## src/rtl/core/csfd_pkg.sv

```systemverilog
// shared types and constants for the serial CAN frame deframer
// no dependencies; imported by csfd_core, csfd_checker and can_serial_frame_deframer_top

package csfd_pkg;

  // framing bytes and type byte masks
  localparam logic [7:0] START_BYTE   = 8'hAA;
  localparam logic [7:0] END_BYTE     = 8'h55;
  localparam logic [7:0] TYPE_MARK    = 8'hC0;
  localparam logic [7:0] EXT_TOP_MASK = 8'h1F;
  localparam logic [7:0] STD_TOP_MASK = 8'h07;
  localparam logic [7:0] DLC_MASK     = 8'h0F;
  localparam logic [3:0] MAX_DLC      = 4'd8;

  // result status codes
  localparam logic [2:0] ST_OK       = 3'd0;
  localparam logic [2:0] ST_BAD_TYPE = 3'd1;
  localparam logic [2:0] ST_BAD_DLC  = 3'd2;
  localparam logic [2:0] ST_NO_END   = 3'd3;
  localparam logic [2:0] ST_TIMEOUT  = 3'd4;

  // frame phase, one-hot
  typedef enum logic [3:0] {
    PH_HUNT = 4'b0001,
    PH_TYPE = 4'b0010,
    PH_ID   = 4'b0100,
    PH_BODY = 4'b1000
  } phase_e;

  // one result beat
  typedef struct packed {
    logic [2:0]  status;
    logic        is_extended;
    logic        is_remote;
    logic [3:0]  length_code;
    logic [28:0] frame_id;
    logic [63:0] payload;
  } result_t;

endpackage

```

## src/rtl/core/can_serial_frame_deframer_top.sv

```systemverilog
// top level of the serial CAN frame deframer: input register, frame logic,
// result register; depends on csfd_pkg and csfd_core

// Rebuilds CAN frames from a serial adapter byte stream (0xAA, type, id, data,
// 0x55) and gives one result beat per finished or failed frame. Each input beat
// is one byte or a timeout flag. It is registered and passes the frame state
// machine in a cycle when the result register is free or being drained; any
// result is captured in the output register at the end of that cycle and
// offered in the cycle after. A byte can be accepted every cycle while results
// are taken. The input register holds one byte while a result waits, so input
// stalls only when both are full.
module can_serial_frame_deframer_top (
  input  logic        clk_i,
  input  logic        rst_ni,
  input  logic        in_valid_i,
  output logic        in_ready_o,
  input  logic [7:0]  rx_byte_i,
  input  logic        timed_out_i,
  output logic        out_valid_o,
  input  logic        out_ready_i,
  output logic [2:0]  status_o,
  output logic        is_extended_o,
  output logic        is_remote_o,
  output logic [3:0]  length_code_o,
  output logic [28:0] frame_id_o,
  output logic [63:0] payload_o
);
  import csfd_pkg::*;

  logic       in_valid_q;
  logic [7:0] byte_q;
  logic       to_q;
  logic       step;
  logic       res_valid;
  result_t    res;
  logic       out_valid_q;
  result_t    out_q;

  // the held byte moves on when the result slot is free or being drained
  assign step       = in_valid_q && (!out_valid_q || out_ready_i);
  assign in_ready_o = !in_valid_q || step;

  // input register
  always_ff @(posedge clk_i or negedge rst_ni) begin
    if (!rst_ni) begin
      in_valid_q <= 1'b0;
    end else if (in_ready_o) begin
      in_valid_q <= in_valid_i;
    end
  end

  always_ff @(posedge clk_i) begin
    if (in_valid_i && in_ready_o) begin
      byte_q <= rx_byte_i;
      to_q   <= timed_out_i;
    end
  end

  csfd_core u_core (
    .clk_i       (clk_i),
    .rst_ni      (rst_ni),
    .step_i      (step),
    .rx_byte_i   (byte_q),
    .timed_out_i (to_q),
    .res_valid_o (res_valid),
    .res_o       (res)
  );

  // result register
  always_ff @(posedge clk_i or negedge rst_ni) begin
    if (!rst_ni) begin
      out_valid_q <= 1'b0;
    end else if (step) begin
      out_valid_q <= res_valid;
    end else if (out_ready_i) begin
      out_valid_q <= 1'b0;
    end
  end

  always_ff @(posedge clk_i) begin
    if (step && res_valid) begin
      out_q <= res;
    end
  end

  assign out_valid_o   = out_valid_q;
  assign status_o      = out_q.status;
  assign is_extended_o = out_q.is_extended;
  assign is_remote_o   = out_q.is_remote;
  assign length_code_o = out_q.length_code;
  assign frame_id_o    = out_q.frame_id;
  assign payload_o     = out_q.payload;

endmodule

```

## src/rtl/core/csfd_core.sv

```systemverilog
// frame state machine: consumes one byte per step and flags a finished or failed frame
// depends on csfd_pkg

module csfd_core (
  input  logic             clk_i,
  input  logic             rst_ni,
  input  logic             step_i,
  input  logic [7:0]       rx_byte_i,
  input  logic             timed_out_i,
  output logic             res_valid_o,
  output csfd_pkg::result_t res_o
);
  import csfd_pkg::*;

  phase_e      phase_q, phase_d;
  logic        ext_q, ext_d;
  logic        rtr_q, rtr_d;
  logic [3:0]  dlc_q, dlc_d;
  logic [3:0]  cnt_q, cnt_d;
  logic [28:0] id_q, id_d;
  logic [63:0] pay_q, pay_d;

  logic [1:0]  id_idx;
  logic [1:0]  id_last;
  logic [7:0]  id_byte;
  logic [31:0] id_shift;
  logic [3:0]  frame_len;
  logic [63:0] pay_shift;

  // identifier lane and payload lane helpers
  assign id_idx    = cnt_q[1:0];
  assign id_last   = ext_q ? 2'd3 : 2'd1;
  assign id_byte   = (id_idx == id_last) ?
                     (rx_byte_i & (ext_q ? EXT_TOP_MASK : STD_TOP_MASK)) : rx_byte_i;
  assign id_shift  = {24'd0, id_byte} << {id_idx, 3'b000};
  assign frame_len = rtr_q ? 4'd0 : dlc_q;
  assign pay_shift = {56'd0, rx_byte_i} << {cnt_q[2:0], 3'b000};

  // next state and result
  always_comb begin
    phase_d     = phase_q;
    ext_d       = ext_q;
    rtr_d       = rtr_q;
    dlc_d       = dlc_q;
    cnt_d       = cnt_q;
    id_d        = id_q;
    pay_d       = pay_q;
    res_valid_o = 1'b0;
    res_o       = '0;
    case (phase_q)
      PH_HUNT: begin
        if (!timed_out_i && rx_byte_i == START_BYTE) phase_d = PH_TYPE;
      end
      PH_TYPE: begin
        if (timed_out_i) begin
          res_valid_o = 1'b1;
          res_o.status = ST_TIMEOUT;
          phase_d = PH_HUNT;
        end else if ((rx_byte_i & TYPE_MARK) != TYPE_MARK) begin
          res_valid_o = 1'b1;
          res_o.status = ST_BAD_TYPE;
          phase_d = PH_HUNT;
        end else if (rx_byte_i[3:0] > MAX_DLC) begin
          res_valid_o = 1'b1;
          res_o.status = ST_BAD_DLC;
          phase_d = PH_HUNT;
        end else begin
          ext_d   = rx_byte_i[5];
          rtr_d   = rx_byte_i[4];
          dlc_d   = rx_byte_i[3:0];
          cnt_d   = 4'd0;
          id_d    = '0;
          pay_d   = '0;
          phase_d = PH_ID;
        end
      end
      PH_ID: begin
        if (timed_out_i) begin
          res_valid_o = 1'b1;
          res_o.status = ST_TIMEOUT;
          phase_d = PH_HUNT;
        end else begin
          id_d = id_q | id_shift[28:0];
          if (id_idx == id_last) begin
            cnt_d   = 4'd0;
            phase_d = PH_BODY;
          end else begin
            cnt_d = {2'b00, id_idx + 2'd1};
          end
        end
      end
      PH_BODY: begin
        if (timed_out_i) begin
          res_valid_o = 1'b1;
          res_o.status = ST_TIMEOUT;
          phase_d = PH_HUNT;
        end else if (cnt_q < frame_len) begin
          pay_d = pay_q | pay_shift;
          cnt_d = cnt_q + 4'd1;
        end else if (rx_byte_i != END_BYTE) begin
          res_valid_o = 1'b1;
          res_o.status = ST_NO_END;
          phase_d = PH_HUNT;
        end else begin
          res_valid_o       = 1'b1;
          res_o.status      = ST_OK;
          res_o.is_extended = ext_q;
          res_o.is_remote   = rtr_q;
          res_o.length_code = dlc_q;
          res_o.frame_id    = id_q;
          res_o.payload     = pay_q;
          phase_d           = PH_HUNT;
        end
      end
      default: begin
        phase_d = PH_HUNT;
      end
    endcase
  end

  // state registers, advance only on an accepted byte
  always_ff @(posedge clk_i or negedge rst_ni) begin
    if (!rst_ni) begin
      phase_q <= PH_HUNT;
      ext_q   <= 1'b0;
      rtr_q   <= 1'b0;
      dlc_q   <= 4'd0;
      cnt_q   <= 4'd0;
      id_q    <= '0;
      pay_q   <= '0;
    end else if (step_i) begin
      phase_q <= phase_d;
      ext_q   <= ext_d;
      rtr_q   <= rtr_d;
      dlc_q   <= dlc_d;
      cnt_q   <= cnt_d;
      id_q    <= id_d;
      pay_q   <= pay_d;
    end
  end

endmodule

```

## config.mk

```make
export PLATFORM = sky130hd
export DESIGN_NAME = can_serial_frame_deframer_top
export DESIGN_NICKNAME = d
export VERILOG_FILES = /design/src/rtl/core/csfd_pkg.sv /design/src/rtl/core/can_serial_frame_deframer_top.sv /design/src/rtl/core/csfd_core.sv
export SDC_FILE = /design/constraint.sdc
export NUM_CORES = 1
export LEC_CHECK = 0
export ABC_AREA = 1
export BUFFER_PORTS_ARGS = -buffer_cell sky130_fd_sc_hd__buf_2
export CAP_MARGIN = 5
export CORE_AREA = 8 8 245 176
export CTS_CLUSTER_DIAMETER = 30
export DETAILED_ROUTE_END_ITERATION = 6
export DIE_AREA = 0 0 253 184
export GPL_ROUTABILITY_DRIVEN = 0
export PLACE_DENSITY = 0.41
export SLEW_MARGIN = 20
export SYNTH_ARGS = -nofsm -noshare
export SYNTH_HDL_FRONTEND = slang
export SYNTH_SLANG_ARGS = --single-unit
```

## constraint.sdc

```tcl
create_clock -name clk_i -period 3.7 [get_ports clk_i]
set_input_delay 0.74 -clock clk_i [delete_from_list [all_inputs] [get_ports clk_i]]
set_output_delay 0.74 -clock clk_i [all_outputs]
set_load 0.03 [all_outputs]
```

# [Word-level counts from Yosys, hierarchy flattened]
# Index checks and enable logic that the tools add are counted.
[totals] out_inout_bits=104 register_bits=220 wordCells=116
[op_classes] n_shift=2 reduce_logical=19 magnitude_cmp=2 add_sub_neg=2 n_eq_ne=17 bitwise_logic=7 mux=50
[op_table] cell="64-bit 2-to-1 mux" count=5
[op_table] cell="64-bit one-hot mux with 2 select lines" count=1
[op_table] cell="29-bit 2-to-1 mux" count=4
[op_table] cell="101-bit 2-to-1 mux" count=1
[op_table] cell="99-bit 2-to-1 mux" count=1
[op_table] cell="64-bit OR" count=1
[op_table] cell="8-bit by 6-bit left shift with 64-bit output" count=1
[op_table] cell="29-bit one-hot mux with 2 select lines" count=1
[op_table] cell="4-bit 2-to-1 mux" count=13
[op_table] cell="29-bit OR" count=1
[op_table] cell="8-bit by 5-bit left shift with 29-bit output" count=1
[op_table] cell="3-bit 2-to-1 mux" count=6
[op_table] cell="4-bit one-hot mux with 4 select lines" count=1
[op_table] cell="2-bit != test (second input constant)" count=6
[op_table] cell="4-bit one-hot mux with 3 select lines" count=1
[op_table] cell="3-bit one-hot mux with 3 select lines" count=1
[op_table] cell="8-bit bitwise AND" count=1
[op_table] cell="8-bit equality test (second input constant)" count=1
[op_table] cell="1-bit 2-to-1 mux" count=8
[op_table] cell="2-bit 2-to-1 mux" count=4
[op_table] cell="8-bit 2-to-1 mux" count=1
[op_table] cell="8-bit by 7-bit != test with 1-bit output (second input constant)" count=1
[op_table] cell="8-bit AND reduction" count=1
[op_table] cell="7-bit AND reduction" count=1
[op_table] cell="other kinds (24)" count=36

# [Longest topological paths before layout]
[depth] ltp_word=7 ltp_mapped=13

# [Modules after synthesis]
# A second synthesis with hierarchy kept.
[hier_totals] hier_cells=1068 area_unflattened_um2=10018.4
[modules_own_cells] module="csfd_core" cells_per_inst=942 area_per_inst_um2=6578.8 instances=1
[modules_own_cells] module="can_serial_frame_deframer_top" cells_per_inst=126 area_per_inst_um2=3439.5 instances=1

# [Least setup slack after synthesis]
# Ideal clock, no wire load.
[synth_path] path_kind="reg-to-reg" startpoint="reg u_core.rtr_q" endpoint="reg out_q, in the netlist frame_id_o[0] (enable)" arrival_ns=3.268 path_stages_with_launch=12 setup_time_ns=0.456 path_buffers=0 synth_period_minus_slack_ns=3.723 slack_ns=-0.023 required_ns=3.244 cell_sequence="dfrtp_1 inv_1 nand2_1 ha_1 nand2_1 inv_1 nand2_1 nand2_1 nand2_2 nand2_1 nand2_1 inv_1"
[synth_via] elab_chain_cells=6
[synth_rtl] element="start, declared" line="csfd_core.sv:17" source="logic rtr_q, rtr_d;"
[synth_rtl] element="start signal, assigned" line="csfd_core.sv:134" source="rtr_q <= rtr_d;"
[synth_rtl] element="4-bit 2-to-1 mux" line="csfd_core.sv:36" source="assign frame_len = rtr_q ? 4'd0 : dlc_q;"
[synth_rtl] element="4-bit < comparator" line="csfd_core.sv:97" source="end else if (cnt_q < frame_len) begin"
[synth_rtl] element="1-bit 2-to-1 mux" line="csfd_core.sv:97"
[synth_rtl] element="1-bit 2-to-1 mux" line="csfd_core.sv:93" source="if (timed_out_i) begin"
[synth_rtl] element="1-bit one-hot mux with 3 select lines" line="csfd_core.sv:50" source="case (phase_q)"
[synth_rtl] element="1-bit logical AND" line="can_serial_frame_deframer_top.sv:81" source="if (step && res_valid) begin"
[synth_rtl] element="end signal, assigned" line="can_serial_frame_deframer_top.sv:82" source="out_q <= res;"
[synth_rtl] element="end, declared" line="can_serial_frame_deframer_top.sv:37" source="result_t out_q;"
# Every way passes these cells.
# A chain may end at the register's enable or synchronous reset.

# [Worst setup path in the final report]
[layout_path] startpoint="reg u_core.cnt_q[1]" endpoint="reg out_q, in the netlist payload_o[11] (enable)"
[layout_via] elab_chain_cells=5
[layout_rtl] element="start, declared" line="csfd_core.sv:19" source="logic [3:0] cnt_q, cnt_d;"
[layout_rtl] element="start signal, assigned" line="csfd_core.sv:136" source="cnt_q <= cnt_d;"
[layout_rtl] element="4-bit < comparator" line="csfd_core.sv:97"
[layout_rtl] element="1-bit 2-to-1 mux" line="csfd_core.sv:97"
[layout_rtl] element="1-bit 2-to-1 mux" line="csfd_core.sv:93"
[layout_rtl] element="1-bit one-hot mux with 3 select lines" line="csfd_core.sv:50"
[layout_rtl] element="1-bit logical AND" line="can_serial_frame_deframer_top.sv:81"
# Every way passes these cells.

==> flow_metrics.env <==
export IMPL_result_of_the_run="complete, no violations"
export IMPL_number_of_synthesized_flops_with_an_enable_pin=111
export IMPL_routed_wl_um=28000
export IMPL_synthesis_area_um2=9720
export IMPL_globalRouteTotalUtil_pct=12.1
export IMPL_drive_gt1_share_pct=20.0
export IMPL_power_combinational_fraction_pct=16.6
export IMPL_boundaryPins=117
export IMPL_power_leakage_uw=0.00482
export IMPL_cts_max_level=2
export IMPL_grt_first_pass_wirelength_um=44000
export IMPL_dp_hpwl_um=18400
export IMPL_timing_final_hold_violations=0
export IMPL_post_place_cells=1650
export IMPL_ant_nets=0
export IMPL_post_synth_cell_area_avg_um2=9.36
export IMPL_netSwitchingFraction_pct=30.7
export IMPL_cts_tree="yes"
export IMPL_dp_slack_ps=955
export IMPL_die_height_um=184
export IMPL_finish_cell_count_without_fillers=1740
export IMPL_p_int_uw=5860
export IMPL_arr_time_crit_path_ps=2870
export IMPL_grt_max_degree=77
export IMPL_clockRootBuffer="clkbuf_16"
export IMPL_clock_sink_count=220
export IMPL_slew_viol_final=0
export IMPL_clkSlewWorstSetupHoldPaths_ps=40
export IMPL_max_freq_mhz=370
export IMPL_final_setup_viol_count=0
export IMPL_die_x_um=253
export IMPL_synth_seq_area_share_pct=62.4
export IMPL_powerDensity_nw_per_um2=686
export IMPL_postSynthRegisterBits=220
export IMPL_max_vdd_ir_drop_uv=274
export IMPL_timing_critical_path_required_ps=3870
export IMPL_startpoint_type="register"
export IMPL_path_class="reg -> reg"
export IMPL_p_switching_uw=2600
export IMPL_timing_setup_tns_ps=0
export IMPL_grt_antenna_before_repair=0
export IMPL_timing_final_crit_share_pct=73.1
export IMPL_ys_warn_count=0
export IMPL_power_share_sequential_pct=36.4
export IMPL_critical_path_peak_fanout=55
export IMPL_placement_io_buffers=116
export IMPL_wl_per_cell_um=16.1
export IMPL_maxCapViolCount=0
export IMPL_synth_distinct_cells=29
export IMPL_antenna_diode_count=0
export IMPL_postCtsSetupRepairBufs=0
export IMPL_route_vias_total=7269
export IMPL_clk_pwr_share_pct=46.9
export IMPL_detail_route_vias_per_cell=4.18
export IMPL_initial_utilization_pct=24.8
export IMPL_clock_skew_ps=24.9
export IMPL_ffs_w_async_s_r_synth_pct=49.5
export IMPL_synth_net_count=1055
export IMPL_timing_worst_slew_pin_value_ps=809
export IMPL_clkLatencyLatePin_ps=550
export IMPL_timing_max_slew_rel_slack_pct=46.0
export IMPL_fill_cells=4144
export IMPL_syn_instance_count=1038
export IMPL_worstSetupEndpointType="register"
export IMPL_dieArea_um2=46600
export IMPL_drt_pass1_iterations=4
export IMPL_layout_setup_ws_ps=996
export IMPL_holdBufCountCts=0
export IMPL_synthToLayoutAreaGrowth_pct=26.9
export IMPL_period_minus_slack_ps=2700
export IMPL_initialDrtViolationCount=531
export IMPL_core_area_um2=39200
export IMPL_holdCritPathClass="in -> async"
export IMPL_final_common_cell="nand2_1"
export IMPL_post_cts_resize_count=0
export IMPL_detail_route_drc_violations=0
export IMPL_most_frequent_cells_in_the_layout="nand2_1, inv_1, buf_2"
export IMPL_placement_rows=61
export IMPL_clock_path_buffers=3
export IMPL_finalNetCount=1183
export IMPL_number_of_global_route_vias_before_repair=7415
export IMPL_tritoncts_num_buffers=49
export IMPL_synth_flop_cell="edfxtp_1"
export IMPL_grt_remaining_overflow=0
export IMPL_rsz0062_at_grt="false"
## per-layer routing
metal  up-vias  routed length, um  global-route usage [%]
li1       3611                  -                       -
met1      3449              14300                    17.2
met2       157              11700                    17.8
met3        52               1350                    2.91
met4         0                597                    3.84
met5         -                  0                       0
## power groups by stage
stage | registers, uW | clock network [uW] | logic [uW]
floorplan | 3460 | 0 | 634
global placement | 3130 | 0 | 1430
detailed placement | 3130 | 0 | 1430
CTS | 3090 | 4060 | 1440
global route | 3120 | 4180 | 1550
finish | 3080 | 3970 | 1410
## critical path, stage by stage, from the launching register on
cell	delay (ps)
dfrtp_1	550
ha_1	360
nand2_1	50
nand2_1	50
nand2_1	60
nand2_1	170
nand2_2	160
nand2_1	100
nand2_1	100
clkinvlp_4	110
buf_4	550
## registers in the layout, summed over array words and instances, names as in the netlist, 3 cells and up
name,count
u_core.id_q,29
u_core.pay_q,64
length_code_o,4
payload_o,64
u_core.cnt_q,4
byte_q,8
u_core.phase_q,4
u_core.dlc_q,4
frame_id_o,29
status_o,3
## cells by family after synthesis
family	after synthesis	share of synthesized area (%)
AO/OA/AOI/OAI	174	9.39
XOR/XNOR	2	0.180
adder cells (fa/ha/maj)	4	0.515
buffers and inverters	175	8.21
flip-flops	220	62.4
AND/OR/NAND/NOR	463	19.3
## metrics by stage
stage | power [uW] | area, um^2 | hold slack, ps | util, %
finish | 8450 | 12300 | 295 | 31.4
global placement | 4560 | 10800 | 465 | 27.5
floorplan | 4090 | 9720 | 444 | -
global route | 8860 | 12300 | 349 | 31.4
detailed placement | 4560 | 10800 | 470 | 27.5
CTS | 8590 | 12300 | 306 | 31.4
## final timing paths
kind | start | endpoint | slack (ps) | depth (start not counted)
min in group clk_i | rx_byte_i[2] | byte_q[2] | 380 | 1
max | u_core.cnt_q[1] | payload_o[11] | 1000 | 10
max in group asynchronous | rst_ni | u_core.pay_q[47] | 2680 | 2
min | rst_ni | u_core.pay_q[4] | 290 | 1
min reg2reg | u_core.pay_q[26] | u_core.pay_q[26] | 480 | 2
max reg2reg | u_core.cnt_q[1] | payload_o[11] | 1000 | 10
## cell usage after synthesis, types with 2 or more instances
| master | n | share of area (%) |
|---|---|---|
| a21oi_1 | 3 | 0.15 |
| buf_2 | 5 | 0.26 |
| buf_4 | 4 | 0.31 |
| buf_6 | 16 | 1.9 |
| clkbuf_1 | 27 | 1.0 |
| clkinv_1 | 2 | 0.077 |
| dfrtp_1 | 108 | 28 |
| edfxtp_1 | 111 | 34 |
| ha_1 | 4 | 0.52 |
| inv_1 | 118 | 4.6 |
| inv_2 | 2 | 0.077 |
| nand2_1 | 296 | 11 |
| nand2_2 | 2 | 0.13 |
| nand3_1 | 31 | 1.6 |
| nand3_2 | 2 | 0.21 |
| nand4_1 | 7 | 0.45 |
| nor2_1 | 107 | 4.1 |
| nor2_2 | 15 | 0.97 |
| o21ai_0 | 97 | 5.0 |
| o21ai_1 | 62 | 3.2 |
| o21ai_2 | 10 | 0.90 |
| xnor2_1 | 2 | 0.18 |
## layout make-up
cell class	count	area [um^2]	area share (%)
clock buffer	59	1310	10.6
sequential	220	6060	49.2
tap	535	669	5.43
timing repair buffer	130	726	5.89
clock inverter	31	225	1.83
multi-input combinational	643	2880	23.4
inverter	122	462	3.74
No activity file was read; power rests on OpenSTA's default activity.
